<file path="src/sv/pmcr_pkg.sv">
// Shared types and constants for the post-mortem capture ring.
package pmcr_pkg;

    localparam int BUFFER_DEPTH_DEF = 1024;
    localparam int COUNT_BITS_DEF   = 48;
    localparam int LEN_BITS         = 11;
    localparam int IDX_BITS         = 10;
    localparam int ADDR_BITS        = 20;
    localparam int QUEUE_DEPTH      = 2;

    localparam logic [63:0] TS_INVALID = 64'hFFFF_FFFF_FFFF_FFFF;
    localparam logic [63:0] TS_MAX     = 64'h7FFF_FFFF_FFFF_FFFF;

    typedef enum logic [1:0] {
        CMD_SAMPLE = 2'd0,
        CMD_FREEZE = 2'd1,
        CMD_READ   = 2'd2
    } cmd_e;

    typedef enum logic [1:0] {
        KIND_ECHO    = 2'd0,
        KIND_ENTRY   = 2'd1,
        KIND_OUTSIDE = 2'd2
    } kind_e;

    typedef struct packed {
        logic [1:0]          command;
        logic [31:0]         sample_value;
        logic [31:0]         sample_error;
        logic                tag_present;
        logic signed [63:0]  tag_timestamp;
        logic [31:0]         tag_period;
        logic [LEN_BITS-1:0] read_count;
        logic [IDX_BITS-1:0] entry_index;
    } in_item_t;

    typedef struct packed {
        kind_e               kind;
        logic [31:0]         out_value;
        logic [31:0]         out_error;
        logic signed [63:0]  window_timestamp;
        logic [LEN_BITS-1:0] window_length;
    } out_item_t;

    // Op passed from the front end to the back end
    typedef struct packed {
        kind_e                kind;
        logic                 wr_en;
        logic [ADDR_BITS-1:0] addr;
        logic [31:0]          value;
        logic [31:0]          error;
        logic                 rd_zero;
        logic [LEN_BITS-1:0]  n;
        logic [63:0]          seen;
        logic [63:0]          tag_pos;
        logic [63:0]          tag_time;
        logic [31:0]          tag_period;
    } q_entry_t;

endpackage

</file>
<file path="src/sv/pmcr_queue.sv">
// Short FIFO of ops between front end and back end.
module pmcr_queue (
    input  logic               aclk,
    input  logic               aresetn,
    input  logic               push,
    input  pmcr_pkg::q_entry_t push_entry,
    output logic               full,
    input  logic               pop,
    output logic               valid,
    output pmcr_pkg::q_entry_t head
);
    import pmcr_pkg::*;

    localparam int PW = (QUEUE_DEPTH > 1) ? $clog2(QUEUE_DEPTH) : 1;
    localparam int NW = $clog2(QUEUE_DEPTH + 1);

    q_entry_t         slot_reg [QUEUE_DEPTH];
    logic [PW-1:0]    wr_ptr_reg, wr_ptr_next;
    logic [PW-1:0]    rd_ptr_reg, rd_ptr_next;
    logic [NW-1:0]    count_reg, count_next;
    logic             do_push;
    logic             do_pop;

    always_comb begin
        full    = count_reg == NW'(QUEUE_DEPTH);
        valid   = count_reg != '0;
        head    = slot_reg[rd_ptr_reg];
        do_push = push && !full;
        do_pop  = pop && valid;

        wr_ptr_next = wr_ptr_reg;
        rd_ptr_next = rd_ptr_reg;
        count_next  = count_reg;
        if (do_push) begin
            wr_ptr_next = (wr_ptr_reg == PW'(QUEUE_DEPTH - 1)) ? '0 : wr_ptr_reg + PW'(1);
        end
        if (do_pop) begin
            rd_ptr_next = (rd_ptr_reg == PW'(QUEUE_DEPTH - 1)) ? '0 : rd_ptr_reg + PW'(1);
        end
        if (do_push && !do_pop) begin
            count_next = count_reg + NW'(1);
        end else if (do_pop && !do_push) begin
            count_next = count_reg - NW'(1);
        end
    end

    always_ff @(posedge aclk) begin
        if (!aresetn) begin
            wr_ptr_reg <= '0;
            rd_ptr_reg <= '0;
            count_reg  <= '0;
        end else begin
            wr_ptr_reg <= wr_ptr_next;
            rd_ptr_reg <= rd_ptr_next;
            count_reg  <= count_next;
        end
    end

    always_ff @(posedge aclk) begin
        if (do_push) begin
            slot_reg[wr_ptr_reg] <= push_entry;
        end
    end

endmodule

</file>
<file path="config.mk">
export PLATFORM = sky130hd
export DESIGN_NAME = pmcr_queue
export DESIGN_NICKNAME = d
export VERILOG_FILES = /design/src/sv/pmcr_pkg.sv /design/src/sv/pmcr_queue.sv
export SDC_FILE = /design/constraint.sdc
export NUM_CORES = 1
export LEC_CHECK = 0
export BUFFER_PORTS_ARGS = -buffer_cell sky130_fd_sc_hd__buf_2
export CORE_AREA = 2 2 254 256
export DETAILED_ROUTE_END_ITERATION = 6
export DIE_AREA = 0 0 256 258
export GPL_TIMING_DRIVEN = 0
export SYNTH_ARGS = -nofsm -noshare
export SYNTH_HDL_FRONTEND = slang
export SYNTH_SLANG_ARGS = --single-unit
</file>
<file path="constraint.sdc">
create_clock -name aclk -period 20.7 [get_ports aclk]
set_input_delay 2.07 -clock aclk [delete_from_list [all_inputs] [get_ports aclk]]
set_output_delay 2.07 -clock aclk [all_outputs]
set_load 0.005 [all_outputs]
</file>
Word level (Yosys, flattened, before mapping)
Memory sizes are Yosys's and may differ from the RTL's. A register that Yosys moved wholly into a read port is not among the register bits.
Index checks and enable logic that the tools add are counted.
{ "word_totals": {"register_bits": 4, "latchBits": 0, "ram_bits": 646, "rom_bits": 0, "inputBits": 327, "out_inout_bits": 325, "wordCells": 26, "mem_count": 1} }
{ "op_classes": {"n_addsub": 4, "multipliers": 0, "div_mod_pow": 0, "order_cmp": 0, "n_eq_ne": 1, "shifts": 0, "n_mux": 8, "n_bitwise": 0, "reduce_logical": 9} }
{ "memory_table": {"columns": ["memory", "depth", "word_bits", "rd", "rd_ports_with_merged_regs", "wr", "line_no", "source"], "rows": [
  ["slot_reg", 2, 323, 1, 1, 1, "pmcr_queue.sv:17", "q_entry_t slot_reg [QUEUE_DEPTH];"]
]} }
{ "ops": {"columns": ["cell", "count"], "rows": [
  ["$mux W1", 6],
  ["$logic_and A1 B1 Y1", 4],
  ["$mux W2", 2],
  ["$reduce_bool A2 Y1", 2],
  ["$logic_not A1 Y1", 3],
  ["$add A1 B1 Y1 const B", 2],
  ["$add A2 B1 Y2 const B", 1],
  ["$eq A2 B2 Y1 const B", 1],
  ["$sub A2 B1 Y2 const B", 1]
]} }

Logic depth before layout (Yosys ltp)
{ "depth": {"depth_word": 7, "depth_mapped": 7, "depth_no_buf": 7} }

Least setup slack after synthesis
Ideal clock, no wire load.
{ "synth_path": {"path_kind": "input port to flip-flop", "start": "input port push", "end": "register wr_ptr_reg", "setup_time_ps": 115, "arrival_time_ps": 15375, "required_ps": 20585, "slack_ps": 5210, "cell_stages": 3, "path_buffers": 0, "cell_sequence": "inv_1 nor3_2 o21a_1"} }
{ "synth_between": {"elab_chain_cells": 1} }
{ "synth_rtl": {"columns": ["element", "line_no", "source"], "rows": [
  ["from (decl)", "pmcr_queue.sv:5", "input logic push,"],
  ["$logic_and A1 B1 Y1", "pmcr_queue.sv:28", "do_push = push && !full;"],
  ["to (signal assigned)", "pmcr_queue.sv:53", "wr_ptr_reg <= wr_ptr_next;"],
  ["to (decl)", "pmcr_queue.sv:18", "logic [PW-1:0] wr_ptr_reg, wr_ptr_next;"]
]} }
No other way between the ends.
A chain may end at the register's enable or synchronous reset.

==> flow_metrics.py <==
metrics = {
    "power": {
        "p_switching_mw": 1.03,
        "switching_share": 0.261,
        "internal_power_mw": 2.92,
        "vdd_drop_max_v": 0.0000784,
        "comb_power_share": 0.271,
        "power_frac_seq": 0.428,
        "powerDensity_nw_per_um2": 124,
        "power_leakage_nw": 12.4,
        "clkPwrFrac": 0.301,
    },
    "global_routing": {
        "grt_pass1_wl_um": 82800,
        "grt_use_total": 0.168,
        "overflow": 0,
        "grt_max_degree": 60,
        "grt_pass1_vias": 13300,
        "antenna_found_initial": 22,
    },
    "sta": {
        "fin_tns_setup_ns": 0,
        "setup_viol": 0,
        "slew_headroom": 0.546,
        "rsz0062_at_grt": "false",
        "fmax_mhz": 244,
        "tightest_slew_ns": 0.678,
        "skew_ns": 0.0216,
        "hold_violations": 0,
        "fin_crit_sh": 0.198,
        "slew_violations": 0,
        "post-route-min-period_ns": 4.09,
    },
    "worst_setup_path": {
        "reg2reg_slack_ns": 17.79,
        "reg2reg_depth": 10,
        "crit_path_start_kind": "register",
        "worstPathRequired_ns": 18.63,
        "r2r_end": "slot_reg[0][217]",
        "cp.arrival_ns": 2.02,
        "cp_max_fo": 10,
        "crit_path_end_kind": "output port",
        "worstReg2RegStart": "count_reg[0]",
        "worst-setup-path-type": "reg2out",
    },
    "synth": {
        "seq_area_frac_synth": 0.791,
        "netlist_area_um2": 24700,
        "yosys_warnings": 0,
        "ys_ff_latch": 651,
        "synth_area_per_cell_um2": 23.9,
        "async_flop_share": 0,
        "synth_commonest_cells": "edfxtp_1 (646), mux2_4 (270), mux2_2 (53)",
        "yosys_most_used_dff": "edfxtp_1",
        "yosys.area.top_type_share": 0.787,
        "syn_nets": 1358,
        "synth_cells": 1030,
        "yosysMostFrequentCell": "edfxtp_1",
        "yosys-top-cells-area": "edfxtp_1 (79%), mux2_4 (16%), mux2_2 (2.4%)",
        "synth-edff-count": 646,
        "yosys.area.top_type": "edfxtp_1",
        "synth_cell_types": 22,
    },
    "detailed_routing": {
        "vias": 12500,
        "ant_nets": 0,
        "drt_iter0_markers": 636,
        "drt-pass1-iter-count": 5,
        "avgRoutedWirePerCell_um": 21.3,
        "drt_drc_violations_left": 0,
        "vias_per_cell": 4.64,
        "wl_um": 57500,
    },
    "worst_hold_path": {
        "hp-start": "count_reg[1]",
        "min_path_type": "reg2reg",
        "whs_endpoint": "count_reg[1]",
        "hold_path_depth": 2,
    },
    "clock_network": {
        "h-tree-depth": 3,
        "cts_tree": "done",
        "holdBufCountCts": 0,
        "cts_buffers": 70,
        "clkLatencyLatePin_ns": 0.60,
        "clockBufferDepth": 3,
        "post_cts_resized": 0,
        "cts_sinks": 651,
        "clk_pin_slew_ns": 0.06,
        "root_buffer": "clkbuf_16",
        "postCtsSetupRepairBufs": 0,
    },
    "die": {
        "core_um2": 63600,
        "ios": 652,
        "rows": 93,
        "die-area_um2": 66000,
        "die_x_um": 256,
        "die_height_um": 258,
        "start_util": 0.387,
    },
    "placed_design": {
        "post_dp_cell_area_um2": 29600,
        "numPortBuffers": 651,
        "dp_hpwl_um": 42700,
        "routabilityCongestion": 0.796,
    },
    "layout": {
        "syn_to_final_growth_pct": 29.2,
        "final_util": 0.501,
        "fin_nets": 2110,
        "largest_reg_flops": 646,
        "layout-drive-gt1-share": 0.622,
        "design_area_um2": 31900,
    },
    "flow_run": {
        "cap_violations": 0,
    },
    "status": {
        "run_status": "finished, final reports clean",
    },
}
[cell families after synthesis]
group | count (synthesis) | share of synthesized area
simple gates | 9 | 0.00233
xor+xnor | 3 | 0.00107
flops | 651 | 0.791
compound gates | 5 | 0.00132
mux | 323 | 0.189
buf+inv | 38 | 0.0155
fa+ha+maj | 1 | 0.000507
[metrics by stage]
step	worst slack (ns)	total power, mW	std cells	hold WS [ns]
finish	16.61	3.95	2701	0.552
floorplan	5.21	2.41	1030	0.479
CTS	16.49	4.02	2687	0.542
global placement	-2.31	2.87	2536	0.492
global route	16.47	4.12	2699	0.607
detailed placement	16.16	2.81	2565	0.531
[power by group through the flow]
stage / sequential, mW / clock, mW / combinational, mW
global route: 1.70 / 1.27 / 1.14
detailed placement: 1.72 / 0 / 1.09
global placement: 1.85 / 0 / 1.01
floorplan: 1.79 / 0 / 0.614
finish: 1.69 / 1.19 / 1.07
CTS: 1.69 / 1.23 / 1.09
[layout by cell type, fill, tap and decap left out, types with 2 or more instances in the layout]
cell type | Yosys | layout
and2_1 | 3 | 3
inv_1 | 2 | 2
xnor2_1 | 2 | 2
clkinv_1 | 0 | 11
diode_2 | 0 | 14
clkbuf_16 | 0 | 72
buf_8 | 0 | 13
dfxtp_1 | 5 | 5
buf_16 | 0 | 15
clkinv_2 | 0 | 13
buf_2 | 5 | 656
mux2_2 | 53 | 53
edfxtp_1 | 646 | 646
buf_6 | 31 | 31
clkinv_8 | 0 | 2
mux2_4 | 270 | 270
bufinv_16 | 0 | 4
clkbuf_1 | 0 | 14
[worst max-delay path by stage]
stage,slack (ns),to,startpoint,depth (start not counted)
2_1_floorplan,5.21,wr_ptr_reg,push,3
3_3_place_gp,-2.31,wr_ptr_reg,push,4
3_5_place_dp,16.16,slot_reg[0][190],push,10
4_1_cts,16.49,head[101],register,5
5_1_grt,16.47,head[101],register,5
6_report,16.61,head[120],register,5
[critical path, stage by stage (launching register included)]
cell and delay (ns):
dfxtp_1 0.32, buf_6 0.16, buf_6 0.22, buf_6 0.23, mux2_4 0.32, buf_2 0.15
[layout make-up]
cell class | count | area, um2
diodes | 14 | 35.0
plain buffers | 36 | 374
clock buffers | 87 | 1870
clock inverters | 35 | 334
fillers | 5273 | 31800
inverters | 2 | 7.51
multi-input cells | 341 | 4790
flip-flops and latches | 651 | 19500
well taps | 855 | 1070
repair buffers | 680 | 3890
[per-layer routing]
metal  wire [um]  track usage
met1       21000        0.186
met2       30000        0.290
met3        4540       0.0568
met4        1890       0.0827
met5          84            0
No activity file was read; power rests on OpenSTA's default activity.
