**config.mk**
```make
export PLATFORM = sky130hd
export DESIGN_NAME = pmcr_front
export DESIGN_NICKNAME = d
export VERILOG_FILES = /design/src/sv/pmcr_pkg.sv /design/src/sv/pmcr_front.sv
export SDC_FILE = /design/constraint.sdc
export NUM_CORES = 1
export LEC_CHECK = 0
export ABC_AREA = 1
export BUFFER_PORTS_ARGS = -buffer_cell sky130_fd_sc_hd__buf_2
export CAP_MARGIN = 20
export CORE_AREA = 3 3 199 201
export DETAILED_ROUTE_END_ITERATION = 6
export DIE_AREA = 0 0 202 204
export PLACE_DENSITY = 0.55
export SLEW_MARGIN = 5
export SYNTH_ARGS = -nofsm -noshare
export SYNTH_HDL_FRONTEND = slang
export SYNTH_SLANG_ARGS = --single-unit
```
**constraint.sdc**
```tcl
create_clock -name aclk -period 6.05 [get_ports aclk]
set_clock_uncertainty 0.15 [all_clocks]
set_input_delay 0.605 -clock aclk [delete_from_list [all_inputs] [get_ports aclk]]
set_output_delay 0.605 -clock aclk [all_outputs]
set_load 0.03 [all_outputs]
```
**src/sv/pmcr_pkg.sv**
```systemverilog
// Shared types and constants for the post-mortem capture ring.
package pmcr_pkg;

    localparam int BUFFER_DEPTH_DEF = 1024;
    localparam int COUNT_BITS_DEF   = 48;
    localparam int LEN_BITS         = 11;
    localparam int IDX_BITS         = 10;
    localparam int ADDR_BITS        = 20;
    localparam int QUEUE_DEPTH      = 2;

    localparam logic [63:0] TS_INVALID = 64'hFFFF_FFFF_FFFF_FFFF;
    localparam logic [63:0] TS_MAX     = 64'h7FFF_FFFF_FFFF_FFFF;

    typedef enum logic [1:0] {
        CMD_SAMPLE = 2'd0,
        CMD_FREEZE = 2'd1,
        CMD_READ   = 2'd2
    } cmd_e;

    typedef enum logic [1:0] {
        KIND_ECHO    = 2'd0,
        KIND_ENTRY   = 2'd1,
        KIND_OUTSIDE = 2'd2
    } kind_e;

    typedef struct packed {
        logic [1:0]          command;
        logic [31:0]         sample_value;
        logic [31:0]         sample_error;
        logic                tag_present;
        logic signed [63:0]  tag_timestamp;
        logic [31:0]         tag_period;
        logic [LEN_BITS-1:0] read_count;
        logic [IDX_BITS-1:0] entry_index;
    } in_item_t;

    typedef struct packed {
        kind_e               kind;
        logic [31:0]         out_value;
        logic [31:0]         out_error;
        logic signed [63:0]  window_timestamp;
        logic [LEN_BITS-1:0] window_length;
    } out_item_t;

    // Op passed from the front end to the back end
    typedef struct packed {
        kind_e                kind;
        logic                 wr_en;
        logic [ADDR_BITS-1:0] addr;
        logic [31:0]          value;
        logic [31:0]          error;
        logic                 rd_zero;
        logic [LEN_BITS-1:0]  n;
        logic [63:0]          seen;
        logic [63:0]          tag_pos;
        logic [63:0]          tag_time;
        logic [31:0]          tag_period;
    } q_entry_t;

endpackage

```
**src/sv/pmcr_front.sv**
```systemverilog
// Front end: accepts transactions, keeps ring pointers, counters and tag, builds ops.
module pmcr_front #(
    parameter int BUFFER_DEPTH = pmcr_pkg::BUFFER_DEPTH_DEF,
    parameter int COUNT_BITS   = pmcr_pkg::COUNT_BITS_DEF
) (
    input  logic               aclk,
    input  logic               aresetn,
    input  logic               s_valid,
    output logic               s_ready,
    input  pmcr_pkg::in_item_t s_data,
    input  logic               q_full,
    output logic               q_push,
    output pmcr_pkg::q_entry_t q_entry
);
    import pmcr_pkg::*;

    localparam int AW = $clog2(BUFFER_DEPTH);
    localparam int CW = ((AW > LEN_BITS) ? AW : LEN_BITS) + 1;
    localparam logic [COUNT_BITS-1:0] COUNT_MAX = '1;

    logic [AW-1:0]         wp_reg, wp_next;
    logic                  wrapped_reg, wrapped_next;
    logic [COUNT_BITS-1:0] seen_reg, seen_next;
    logic                  frozen_reg, frozen_next;
    logic [63:0]           tag_time_reg, tag_time_next;
    logic [COUNT_BITS-1:0] tag_pos_reg, tag_pos_next;
    logic [31:0]           tag_period_reg, tag_period_next;

    logic                accept;
    logic [LEN_BITS-1:0] n_seen;
    logic [LEN_BITS-1:0] n;
    logic [LEN_BITS-1:0] back_dist;
    logic                in_win;
    logic [CW-1:0]       wpx;
    logic [CW-1:0]       bx;
    logic                no_wrap;
    logic [CW-1:0]       pos_x;

    always_ff @(posedge aclk) begin
        if (!aresetn) begin
            wp_reg         <= '0;
            wrapped_reg    <= 1'b0;
            seen_reg       <= '0;
            frozen_reg     <= 1'b0;
            tag_time_reg   <= TS_INVALID;
            tag_pos_reg    <= '0;
            tag_period_reg <= '0;
        end else begin
            wp_reg         <= wp_next;
            wrapped_reg    <= wrapped_next;
            seen_reg       <= seen_next;
            frozen_reg     <= frozen_next;
            tag_time_reg   <= tag_time_next;
            tag_pos_reg    <= tag_pos_next;
            tag_period_reg <= tag_period_next;
        end
    end

    always_comb begin
        s_ready = !q_full;
        accept  = s_valid && s_ready;

        // window length: min(read_count, samples seen, depth)
        n_seen = (COUNT_BITS'(s_data.read_count) > seen_reg) ? LEN_BITS'(seen_reg)
                                                              : s_data.read_count;
        n = (32'(n_seen) > 32'(BUFFER_DEPTH)) ? LEN_BITS'(BUFFER_DEPTH) : n_seen;
        in_win    = LEN_BITS'(s_data.entry_index) < n;
        back_dist = n - LEN_BITS'(s_data.entry_index);

        // ring position = wp - (n - idx), modulo depth
        wpx     = CW'(wp_reg);
        bx      = CW'(back_dist);
        no_wrap = wpx >= bx;
        pos_x   = no_wrap ? (wpx - bx) : (wpx + CW'(BUFFER_DEPTH) - bx);

        wp_next         = wp_reg;
        wrapped_next    = wrapped_reg;
        seen_next       = seen_reg;
        frozen_next     = frozen_reg;
        tag_time_next   = tag_time_reg;
        tag_pos_next    = tag_pos_reg;
        tag_period_next = tag_period_reg;

        q_push             = 1'b0;
        q_entry            = '0;
        q_entry.kind       = KIND_ECHO;
        q_entry.value      = s_data.sample_value;
        q_entry.error      = s_data.sample_error;
        q_entry.seen       = 64'(seen_reg);
        q_entry.tag_pos    = 64'(tag_pos_reg);
        q_entry.tag_time   = tag_time_reg;
        q_entry.tag_period = tag_period_reg;

        if (accept) begin
            case (s_data.command)
                CMD_SAMPLE: begin
                    q_push        = 1'b1;
                    q_entry.kind  = KIND_ECHO;
                    q_entry.wr_en = !frozen_reg;
                    q_entry.addr  = ADDR_BITS'(wp_reg);
                    if (!frozen_reg) begin
                        if (wp_reg == AW'(BUFFER_DEPTH - 1)) begin
                            wp_next      = '0;
                            wrapped_next = 1'b1;
                        end else begin
                            wp_next = wp_reg + AW'(1);
                        end
                        if (s_data.tag_present) begin
                            tag_time_next   = s_data.tag_timestamp;
                            tag_pos_next    = seen_reg;
                            tag_period_next = s_data.tag_period;
                        end
                    end
                    if (seen_reg != COUNT_MAX) begin
                        seen_next = seen_reg + COUNT_BITS'(1);
                    end
                end
                CMD_FREEZE: begin
                    frozen_next = 1'b1;
                end
                CMD_READ: begin
                    q_push          = 1'b1;
                    q_entry.kind    = in_win ? KIND_ENTRY : KIND_OUTSIDE;
                    q_entry.addr    = ADDR_BITS'(pos_x[AW-1:0]);
                    q_entry.rd_zero = !(wrapped_reg || no_wrap);
                    q_entry.n       = n;
                    if ((in_win && back_dist == LEN_BITS'(1)) || n == '0) begin
                        frozen_next = 1'b0;
                    end
                end
                default: begin
                end
            endcase
        end
    end

endmodule

```
Yosys cells after proc, flatten, opt, wreduce, memory -nomap -nowiden:

Index checks and enable logic that the tools add are counted.

* logic and storage cells: 55
* register bits: 204

* bitwise gates (word level): 1
* reduce and logical (&&, ||, !) cells: 16
* $lt $le $gt $ge: 4
* eq/ne operators: 6
* multiplexer cells: 15
* $add $sub $neg: 6

Operator list (number)
* 48-bit by 1-bit adder with 48-bit output, second input constant: 1
* 11-bit by 48-bit > comparator with 1-bit output: 1
* 48-bit != test, second input constant: 1
* 12-bit two-way mux: 2
* 23-bit two-way mux: 1
* 11-bit two-way mux: 2
* 10-bit by 1-bit adder with 10-bit output, second input constant: 2
* 10-bit two-way mux: 2
* 10-bit case mux with 2 select lines: 1
* 10-bit subtractor: 2
* 11-bit by 1-bit == test with 1-bit output, second input constant: 1
* 10-bit by 11-bit greater-or-equal comparator with 1-bit output: 1
* 11-bit > comparator, second input constant: 1
* 11-bit logical NOT: 1
* 10-bit by 11-bit < comparator with 1-bit output: 1
* 11-bit by 10-bit subtractor with 11-bit output: 1
* 10-bit == test, second input constant: 1
* 3-bit AND reduction: 3
* 4-bit AND reduction: 2
* 1-bit two-way mux: 4
* 2-bit two-way mux: 2
* 1-bit logical NOT: 3
* 2-bit by 1-bit == test with 1-bit output, second input constant: 1
* 2-bit == test, second input constant: 1
* other kinds (8): 10

Logic depth before layout (Yosys ltp):

Gate-level depths: netlist of run 1.

* word-level depth: 10
* mapped depth: 44

Least setup slack after synthesis of run 1:

OpenSTA, ideal clock, no wires.

* path type: flip-flop to output port
* start point: register seen_reg[10]
* end point: output q_entry[309] (netlist bit)
* required time: 5.295 ns
* setup slack: -0.044 ns
* cell stages (with the launch flop): 38
* data arrival time: 5.339 ns
* buffers on the path: 2
* cells stage by stage: dfxtp_1 inv_1 ha_1 inv_1 nor2_1 nand3_1 inv_1 nand2_1 nand2_2 nand2_4 buf_6 o21ai_2 nor2_4 nand3_2 nand2_4 inv_1 clkbuf_1 nor2_1 (+2 left out) o21ai_0 a21oi_1 o21ai_0 inv_1 nor2_1 nand3_2 nand3b_1 nand2_1 ha_1 nand2_1 inv_1 nand4_1 nor2_1 nor2_1 nand2_1 nand2_1 nand3_1 a21oi_1

RTL lines
* from (decl): line pmcr_front.sv:23 `logic [COUNT_BITS-1:0] seen_reg, seen_next;`
* from (signal assigned): line pmcr_front.sv:51 `seen_reg <= seen_next;`
* to (decl): line pmcr_front.sv:13 `output pmcr_pkg::q_entry_t q_entry`

==> results of run 1 <==
power by group through the flow:
stage	combinational (mW)	sequential, mW	clock (mW)
after floorplan	0.355	1.44	0
after global placement	0.429	1.40	0
after detailed placement	0.431	1.40	0
after CTS	0.451	1.37	1.53
after global routing	0.564	1.37	1.57
final	0.518	1.37	1.48
stage by stage:
stage	hold slack, ps	std cells	setup TNS (ps)	area [sq um]
floorplan	286	1518	0	10600
global placement	296	2234	-54.5	12200
detailed placement	301	2234	-65.7	12200
CTS	103	2282	0	13100
global route	118	2315	-381	13800
finish	134	2315	0	13800
placed cells by master (no fill, tap or decap), types with 8 or more instances in the layout:
cell	count
nor2_1	90
o21ai_0	76
inv_1	125
buf_2	337
nand3_1	90
nor2_2	10
nand2_4	8
buf_4	56
nor3_1	41
nand3_2	12
clkbuf_16	25
ha_1	16
dfxtp_1	195
a21oi_1	135
conb_1	42
nand4_1	25
nand2_2	29
nand2_1	329
ha_4	14
nor4_1	15
inv_2	15
routing by layer:
metal	vias to the layer above	routed length (microns)	global-route usage, %	part of all wire [%]
met5	-	13	0	0.036
li1	5302	-	-	-
met4	2	935	4.96	2.6
met3	69	2160	3.19	5.9
met2	310	17500	26.8	48
met1	4859	15900	21.3	44
logic make-up after synthesis:
logic type / count (synthesis) / share of synthesized area [%]
xor+xnor: 9 / 0.754
buf+inv: 306 / 14.9
flops: 204 / 39.1
fa+ha+maj: 32 / 3.97
other cells: 1 / 0.0359
compound gates: 255 / 12.9
simple gates: 670 / 28.4
worst min-delay path by stage:
stage | start | end | slack [ps]
floorplan | wrapped_reg$_SDFFE_PN0P_ | wrapped_reg$_SDFFE_PN0P_ | 290
global placement | tag_time_reg[17]$_SDFFE_PN1P_ | tag_time_reg[17]$_SDFFE_PN1P_ | 300
detailed placement | tag_time_reg[60]$_SDFFE_PN1P_ | tag_time_reg[60]$_SDFFE_PN1P_ | 300
CTS | s_data[57] | tag_time_reg[4]$_SDFFE_PN1P_ | 100
global route | s_data[111] | tag_time_reg[58]$_SDFFE_PN1P_ | 120
finish | s_data[57] | tag_time_reg[4]$_SDFFE_PN1P_ | 130
worst max-delay path, delay by kind of cell, from the launching register on:
family / cells / cell delay [ps]
XOR/XNOR: 1 / 220
adder cells (fa/ha/maj): 4 / 1100
buffers and inverters: 5 / 510
AND/OR/NAND/NOR: 17 / 1600
AO/OA/AOI/OAI: 7 / 770
flip-flops: 1 / 370
layout make-up:
class / count / area (sq um)
fill: 4017 / 24000
multi-input combinational: 1011 / 5480
sequential: 204 / 4110
timing repair buffer: 400 / 2210
clock buffer: 34 / 699
tap: 511 / 639
inverter: 144 / 551
clock inverter: 10 / 104
antenna: 1 / 2.50
timing repair:
action	4_1_cts	5_1_grt
endpoints found under the setup margin	7	7
pin swaps	9	39
gates resized for setup	40	95
setup buffers	2	30
cloned	2	1
==> flow_summary_export.csv, run 1 <==
group,metric,value,unit
setup_path,ff2ff_setup_slack,1660,ps
layout,finalCoreUtilization,36.5,%
route,viasPerCell,4.55,
yosys,ys_top_cells_by_area,"dfxtp_1 (39%), nand2_1 (13%), buf_4 (7.6%)",
floorplan,die_h,204,microns
route,first_iter_violations,666,
power,leakagePower,6.40,nW
yosys,yosys.area.top_type,"dfxtp_1",
yosys,synth_top_area_share,39.1,%
placed_design,dpl.hpwl,27100,microns
setup_path,cp_common_cell,"nand2_1",
clock_tree,tritoncts,"done",
setup_path,r2r_start,"seen_reg[4]$_SDFFE_PN0P_",
layout,fin_nets,2005,
power,swShare,27.6,%
route,wl_per_cell,15.8,microns
setup_path,slowest_delay,390,ps
global_routing,antenna_found_initial,2,
flow_run,cap_violations,0,
route,via_count,10500,
route,postRouteWirelength,36500,microns
clock_tree,clock_latency,520,ps
floorplan,fp.dieW,202,microns
floorplan,num_io_pins,513,
route,drc,0,
route,ant_nets,0,
layout,area_delta_synth_final,31.9,%
setup_path,r2r_end,"frozen_reg$_SDFFE_PN0P_",
layout,drive_above_1_share,32.1,%
clock_tree,hold_buffers,0,
power,ir_drop,0.214,mV
sta,maxSlewHeadroom,41.7,%
global_routing,grt_pass1_vias,9733,
clock_tree,clockBufferDepth,3,
layout,largest_register_ffs,64,
global_routing,grt_max_degree,114,
setup_path,worst-path-max-fanout,7,
sta,rsz0062_at_grt,"yes",
placed_design,post-place-ws,-65.7,ps
power,clkPwrFrac,43.9,%
yosys,syn_area,0.0105,sq mm
outcome,status,"completed",
worst_hold_path,holdPathStages,3,
setup_path,slowest_stage,"fa_2",
placed_design,port_buffers,342,
yosys,synth_warnings,0,
sta,hold_viol_final,0,
floorplan,initial_core_util,27.7,%
yosys,synth-seq-cells,204,
yosys,synth_most_common_cell,"nand2_1",
yosys,synth.yosys.seq_area_share,39.1,%
yosys,synth_cells,1477,
sta,worstMarginPinSlew,874,ps
clock_tree,htreeDepth,1,
setup_path,crit_type,"reg2out",
sta,fin_ws,162,ps
setup_path,cp_data_arrival_time,5130,ps
clock_tree,clk_pin_slew_worst_paths,60,ps
yosys,ys.flop_type,"dfxtp_1",
setup_path,worstPathRequired,5290,ps
setup_path,start_kind,"flop",
power,power.density,244,mW/mm^2
yosys,synth_edf_count,0,
global_routing,grt_use_total,16.2,%
yosys,syn_area_per_cell,7.08,sq um
placed_design,place_congestion,0.894,
sta,fin_crit_sh,97.3,%
clock_tree,cts-root-buf,"clkbuf_16",
clock_tree,cts_made_buffers,24,
route,first_pass_iters,5,
sta,maxSlewViolCount,0,
worst_hold_path,min_path_type,"in2reg",
yosys,synth_common_cells,"nand2_1 (350), dfxtp_1 (204), a21oi_1 (142)",
floorplan,core_area,0.0378,sq mm
floorplan,die_area,0.0412,sq mm
setup_path,timing.critical_path.from,"seen_reg[4]$_SDFFE_PN0P_",
yosys,yosysUniqueCellTypes,45,
power,p_int,2.44,mW
setup_path,rr_worst_depth,32,
power,seqPwrFrac,40.7,%
global_routing,grt_pass1_wl,54600,microns
setup_path,crit_path_end,"q_entry[307]",
clock_tree,clock_sinks,204,
power,power_frac_comb,15.4,%
sta,finalSetupViolations,0,
sta,min_period,5890,ps
power,finalPower,3.37,mW
sta,clock.fmax,170,MHz
setup_path,end_kind,"output port",
floorplan,std_cell_rows,71,
power,switching_power,0.929,mW
yosys,async_flop_share,0,%
global_routing,overflow,0,
No activity file was read; power rests on OpenSTA's default activity.
==> run 2: changes to the inputs <==
--- a/config.mk
+++ b/config.mk
@@ -8,10 +8,10 @@
 export ABC_AREA = 1
 export BUFFER_PORTS_ARGS = -buffer_cell sky130_fd_sc_hd__buf_2
 export CAP_MARGIN = 20
-export CORE_AREA = 3 3 199 201
+export CORE_AREA = 3 3 198 200
 export DETAILED_ROUTE_END_ITERATION = 6
-export DIE_AREA = 0 0 202 204
-export PLACE_DENSITY = 0.55
+export DIE_AREA = 0 0 201 203
+export PLACE_DENSITY = 0.56
 export SLEW_MARGIN = 5
 export SYNTH_ARGS = -nofsm -noshare
 export SYNTH_HDL_FRONTEND = slang
==> run 2 against run 1 <==
Effect of this change:
- cell count hardly changed
- critical path type unchanged
- worst setup slack better by 54 ps
- register-to-register slack better by 150 ps
- first-iteration DRC count is 21% lower
- routed wire length is 2.1% higher
- critical path depth is 1 lower
- combinational power is 0.8% higher
- sequential power hardly changed
- flip-flop and latch count stayed put
- global-route usage is 0.58 points higher
- final area is 0.85% higher
==> flow_summary_export.csv, run 2 (synthesis gave the netlist of run 1 again) <==
group,metric,value,unit
setup_path,r2r_start,"seen_reg[7]$_SDFFE_PN0P_",
global_routing,grt_pass1_vias,10100,
setup_path,crit_type,"reg2out",
placed_design,place_congestion,0.913,
clock_tree,clockBufferDepth,3,
floorplan,die_h,203,microns
sta,worstMarginPinSlew,1040,ps
worst_hold_path,min_from,"s_data[64]",
route,first_iter_violations,528,
worst_hold_path,min_path_type,"in2reg",
power,clkPwrFrac,45.7,%
route,viasPerCell,4.61,
power,leakagePower,6.43,nW
layout,fin_nets,2005,
layout,area_delta_synth_final,33.1,%
placed_design,place_area,0.0122,sq mm
setup_path,start_kind,"flop",
route,drc,0,
sta,hold_viol_final,0,
route,met1_length,16000,microns
layout,diodes,0,
sta,maxSlewViolCount,0,
setup_path,r2r_end,"frozen_reg$_SDFFE_PN0P_",
sta,maxSlewHeadroom,30.6,%
sta,finalSetupViolations,0,
layout,largest_register_ffs,64,
placed_design,port_buffers,342,
route,wl_per_cell,16.1,microns
power,seqPwrFrac,39.4,%
flow_run,cap_violations,0,
floorplan,initial_core_util,27.8,%
route,wl_met2,17500,microns
power,switching_power,0.957,mW
clock_tree,hold_buffers,0,
placed_design,dpl.hpwl,27800,microns
setup_path,slowest_stage,"fa_2",
clock_tree,clock_sinks,204,
power,finalPower,3.48,mW
power,power.density,250,mW/mm^2
setup_path,cp_data_arrival_time,5080,ps
clock_tree,cts_made_buffers,25,
layout,mostFrequentLayoutCell,"buf_2",
setup_path,worstPathRequired,5290,ps
sta,fin_crit_sh,96.4,%
clock_tree,tritoncts,"done",
layout,drive_above_1_share,33.4,%
floorplan,die_area,0.0408,sq mm
power,power_frac_comb,15.0,%
power,swShare,27.5,%
global_routing,grt_pass1_wl,55900,microns
floorplan,num_io_pins,513,
setup_path,end_kind,"output port",
setup_path,ff2ff_setup_slack,1810,ps
sta,clock.fmax,171,MHz
global_routing,grt_max_degree,100,
route,topRoutingLayerUsed,"met5",
clock_tree,cts-root-buf,"clkbuf_16",
sta,rsz0062_at_grt,"yes",
floorplan,std_cell_rows,71,
route,ant_nets,0,
route,postRouteWirelength,37200,microns
power,ir_drop,0.236,mV
route,first_pass_iters,5,
route,route.met3.wl,2470,microns
worst_hold_path,holdPathStages,3,
route,via_count,10700,
sta,min_period,5830,ps
floorplan,fp.dieW,201,microns
floorplan,core_area,0.0376,sq mm
worst_hold_path,hold_end,"tag_time_reg[11]$_SDFFE_PN1P_",
setup_path,rr_worst_depth,33,
global_routing,antenna_found_initial,2,
clock_tree,clock_latency,540,ps
clock_tree,htreeDepth,1,
setup_path,slowest_delay,440,ps
power,p_int,2.53,mW
layout,layout_common_cells,"buf_2 (337), nand2_1 (318), dfxtp_1 (192)",
global_routing,overflow,0,
clock_tree,clk_pin_slew_worst_paths,60,ps
layout,fin_area,0.0139,sq mm
setup_path,worst-path-max-fanout,7,
outcome,status,"completed",
global_routing,grt_use_total,16.8,%
[run 2: final cells by class]
cell class / instances / area, sq um
fill: 4012 / 23700
multi-input combinational: 1011 / 5550
sequential: 204 / 4110
timing repair buffer: 399 / 2170
clock buffer: 30 / 684
tap: 511 / 639
inverter: 144 / 556
clock inverter: 14 / 195
[run 2: worst max-delay path: cells and delay by family (launching register included)]
| kind | cells | cell delay (ps) |
|---|---|---|
| adder cells (fa/ha/maj) | 4 | 1150 |
| AND/OR/NAND/NOR | 17 | 1630 |
| flip-flops | 1 | 380 |
| AO/OA/AOI/OAI | 7 | 760 |
| XOR/XNOR | 1 | 260 |
| buffers and inverters | 4 | 360 |
[run 2: worst max-delay path by stage]
stage	slack (ps)	start	to
6_report	220	seen_reg[5]$_SDFFE_PN0P_	q_entry[307]
5_1_grt	-70	seen_reg[9]$_SDFFE_PN0P_	q_entry[307]
4_1_cts	2	seen_reg[9]$_SDFFE_PN0P_	q_entry[309]
3_5_place_dp	-50	s_data[17]	q_entry[309]
3_3_place_gp	60	s_data[11]	q_entry[309]
2_1_floorplan	8	seen_reg[10]$_SDFFE_PN0P_	q_entry[308]
[run 2: power groups by stage]
stage | registers, mW | logic (mW) | clock network (mW)
4_1_cts | 1.37 | 0.451 | 1.64
5_1_grt | 1.37 | 0.569 | 1.70
6_report | 1.37 | 0.522 | 1.59
3_3_place_gp | 1.40 | 0.437 | 0
3_5_place_dp | 1.40 | 0.440 | 0
2_1_floorplan | 1.44 | 0.355 | 0
[run 2: timing repair]
item,CTS,global route
setup endpoints to repair,6,6
pin swaps,9,52
cloned,3,0
setup buffers,4,23
gates resized for setup,35,126
[run 2: stage by stage]
step	setup TNS [ps]	std cells	setup slack [ps]	hold WS, ps	util (%)
after CTS	0	2292	2.14	79.9	35.2
after floorplan	0	1518	7.90	286	-
final	0	2313	217	115	37.0
after global placement	0	2241	58.6	297	32.5
after global routing	-133	2313	-69.6	94.8	37.0
after detailed placement	-51.5	2241	-47.4	301	32.5
[run 2: routing by layer]
metal / vias to the layer above / GRT usage (%)
li1: 5310 / -
met1: 4900 / 21.7
met2: 358 / 27.4
met3: 93 / 3.86
met4: 4 / 5.90
met5: - / 0
==> run 3: changes to the inputs <==
--- a/config.mk
+++ b/config.mk
@@ -11,6 +11,7 @@
 export CORE_AREA = 3 3 198 200
 export DETAILED_ROUTE_END_ITERATION = 6
 export DIE_AREA = 0 0 201 203
+export MAX_ROUTING_LAYER = met4
 export PLACE_DENSITY = 0.56
 export SLEW_MARGIN = 5
 export SYNTH_ARGS = -nofsm -noshare
==> run 3 against run 2 <==
Effect of this change:
- sequential share of layout area shrank 0.16 points
- register-to-register slack got worse by 30 ps
- worst hold slack lost 9.9 ps
- non-clock buffer count is 6 lower
- worst setup slack got worse by 130 ps
- global-route usage up 0.68 points
- total power rose by 2.4%
- flip-flop and latch count unchanged
- cell count about the same
- critical path type unchanged
- largest power group unchanged
- highest routed layer is now met4
==> flow_summary_export.csv, run 3 (synthesis gave the netlist of run 1 again) <==
group,metric,value,unit
global_routing,grt_pass1_wl,56300,microns
clock_tree,cts_made_buffers,26,
placed_design,port_buffers,342,
placed_design,place_congestion,0.919,
worst_hold_path,min_path_type,"in2reg",
power,finalPower,3.57,mW
placed_design,dpl.hpwl,27800,microns
route,via_count,10600,
power,power.density,256,mW/mm^2
clock_tree,clk_pin_slew_worst_paths,60,ps
setup_path,crit_path_end,"q_entry[307]",
setup_path,rr_worst_depth,31,
layout,mostFrequentLayoutCell,"buf_2",
sta,fin_ws,84.9,ps
sta,tns,0,ps
route,ant_nets,0,
clock_tree,cts-root-buf,"clkbuf_16",
floorplan,initial_core_util,27.8,%
layout,drive_above_1_share,32.6,%
global_routing,grt_pass1_vias,10000,
sta,fin_crit_sh,98.6,%
sta,maxSlewHeadroom,33.7,%
global_routing,grt_max_degree,104,
floorplan,die_h,203,microns
global_routing,grt_busiest_layer,"met2",
global_routing,use_met3,3.61,%
power,swShare,27.2,%
floorplan,core_area,0.0376,sq mm
sta,maxSlewViolCount,0,
placed_design,place_area,0.0122,sq mm
layout,fin_area,0.0139,sq mm
sta,finalSetupViolations,0,
global_routing,antenna_found_initial,2,
clock_tree,clockBufferDepth,3,
sta,worstMarginPinSlew,995,ps
setup_path,end_kind,"output port",
route,first_iter_violations,610,
setup_path,timing.critical_path.from,"seen_reg[6]$_SDFFE_PN0P_",
sta,hold_viol_final,0,
power,leakagePower,6.46,nW
placed_design,post-place-ws,-109,ps
floorplan,die_area,0.0408,sq mm
layout,largest_register_ffs,64,
power,clkPwrFrac,46.8,%
outcome,status,"completed",
power,ir_drop,0.198,mV
setup_path,crit_type,"reg2out",
setup_path,worst-path-max-fanout,7,
setup_path,slowest_delay,450,ps
sta,clock.fmax,168,MHz
setup_path,slowest_stage,"fa_2",
layout,finalCoreUtilization,37.1,%
flow_run,cap_violations,0,
clock_tree,clock_latency,540,ps
power,switching_power,0.971,mW
setup_path,ff2ff_setup_slack,1780,ps
power,seqPwrFrac,38.5,%
setup_path,cp_data_arrival_time,5210,ps
setup_path,r2r_end,"frozen_reg$_SDFFE_PN0P_",
layout,layout_common_cells,"buf_2 (337), nand2_1 (320), dfxtp_1 (195)",
setup_path,r2r_start,"seen_reg[6]$_SDFFE_PN0P_",
layout,area_delta_synth_final,33.4,%
global_routing,met2_usage,28.1,%
floorplan,std_cell_rows,71,
power,p_int,2.60,mW
route,postRouteWirelength,37400,microns
floorplan,fp.dieW,201,microns
sta,hold_ws,106,ps
global_routing,grt_use_met1,22.1,%
floorplan,num_io_pins,513,
setup_path,start_kind,"flop",
sta,rsz0062_at_grt,"yes",
global_routing,overflow,0,
route,viasPerCell,4.58,
route,first_pass_iters,5,
layout,fin_nets,1999,
clock_tree,tritoncts,"done",
route,drc,0,
clock_tree,htreeDepth,1,
layout,stdcell_count,2312,
sta,min_period,5970,ps
clock_tree,clock_sinks,204,
route,wl_per_cell,16.2,microns
power,power_frac_comb,14.8,%
placed_design,place_inst,2240,
setup_path,worstPathRequired,5290,ps
global_routing,grt_use_total,17.4,%
==> run 3: cell types whose count changed in the layout (fill, tap and decap cells not counted), sizes merged <==
cell / previous run / this run
clkinv: 8 / 5
diode: 0 / 2
clkbuf: 30 / 37
nor2: 106 / 105
buf: 399 / 393
==> run 3: how the worst min path moves through the flow <==
stage / start / endpoint / slack [ps] / cells after the start
floorplan: wrapped_reg$_SDFFE_PN0P_ / wrapped_reg$_SDFFE_PN0P_ / 290 / 2
CTS: s_data[73] / tag_time_reg[20]$_SDFFE_PN1P_ / 60 / 3
detailed placement: tag_time_reg[19]$_SDFFE_PN1P_ / tag_time_reg[19]$_SDFFE_PN1P_ / 300 / 2
global placement: tag_time_reg[7]$_SDFFE_PN1P_ / tag_time_reg[7]$_SDFFE_PN1P_ / 300 / 2
finish: s_data[101] / tag_time_reg[48]$_SDFFE_PN1P_ / 110 / 3
global route: s_data[86] / tag_time_reg[33]$_SDFFE_PN1P_ / 80 / 3
==> run 3: final cells by class <==
type | count | area [sq um]
antenna | 2 | 5.00
timing repair buffer | 393 | 2140
sequential | 204 | 4100
clock buffer | 37 | 762
fill | 4060 | 23600
clock inverter | 11 | 176
inverter | 144 | 551
multi-input combinational | 1010 | 5570
tap | 511 | 639
==> run 3: critical path, delay by kind of cell, from the launching register on <==
| kind | cells | cell delay, ps |
|---|---|---|
| AO/OA/AOI/OAI | 7 | 800 |
| XOR/XNOR | 1 | 240 |
| adder cells (fa/ha/maj) | 4 | 1140 |
| buffers and inverters | 5 | 550 |
| flip-flops | 1 | 360 |
| AND/OR/NAND/NOR | 17 | 1590 |
==> run 3: per-layer routing <==
metal  routed length [microns]  vias to the layer above
met2                     17700                      360
met3                      2400                       82
met1                     16300                     4845
li1                          -                     5297
met4                      1040                        0
met5                         0                        -
==> run 3: power by group through the flow <==
stage,sequential (mW),clock (mW),combinational (mW)
floorplan,1.44,0,0.355
detailed placement,1.40,0,0.441
global route,1.37,1.78,0.577
global placement,1.40,0,0.441
CTS,1.37,1.73,0.456
finish,1.37,1.67,0.527
==> run 3: timing repair <==
action	CTS	global route
setup endpoints to repair	6	7
gates cloned	1	1
hold buffers	0	0
resized for setup	31	120
pin swaps	9	32
setup buffers	6	15
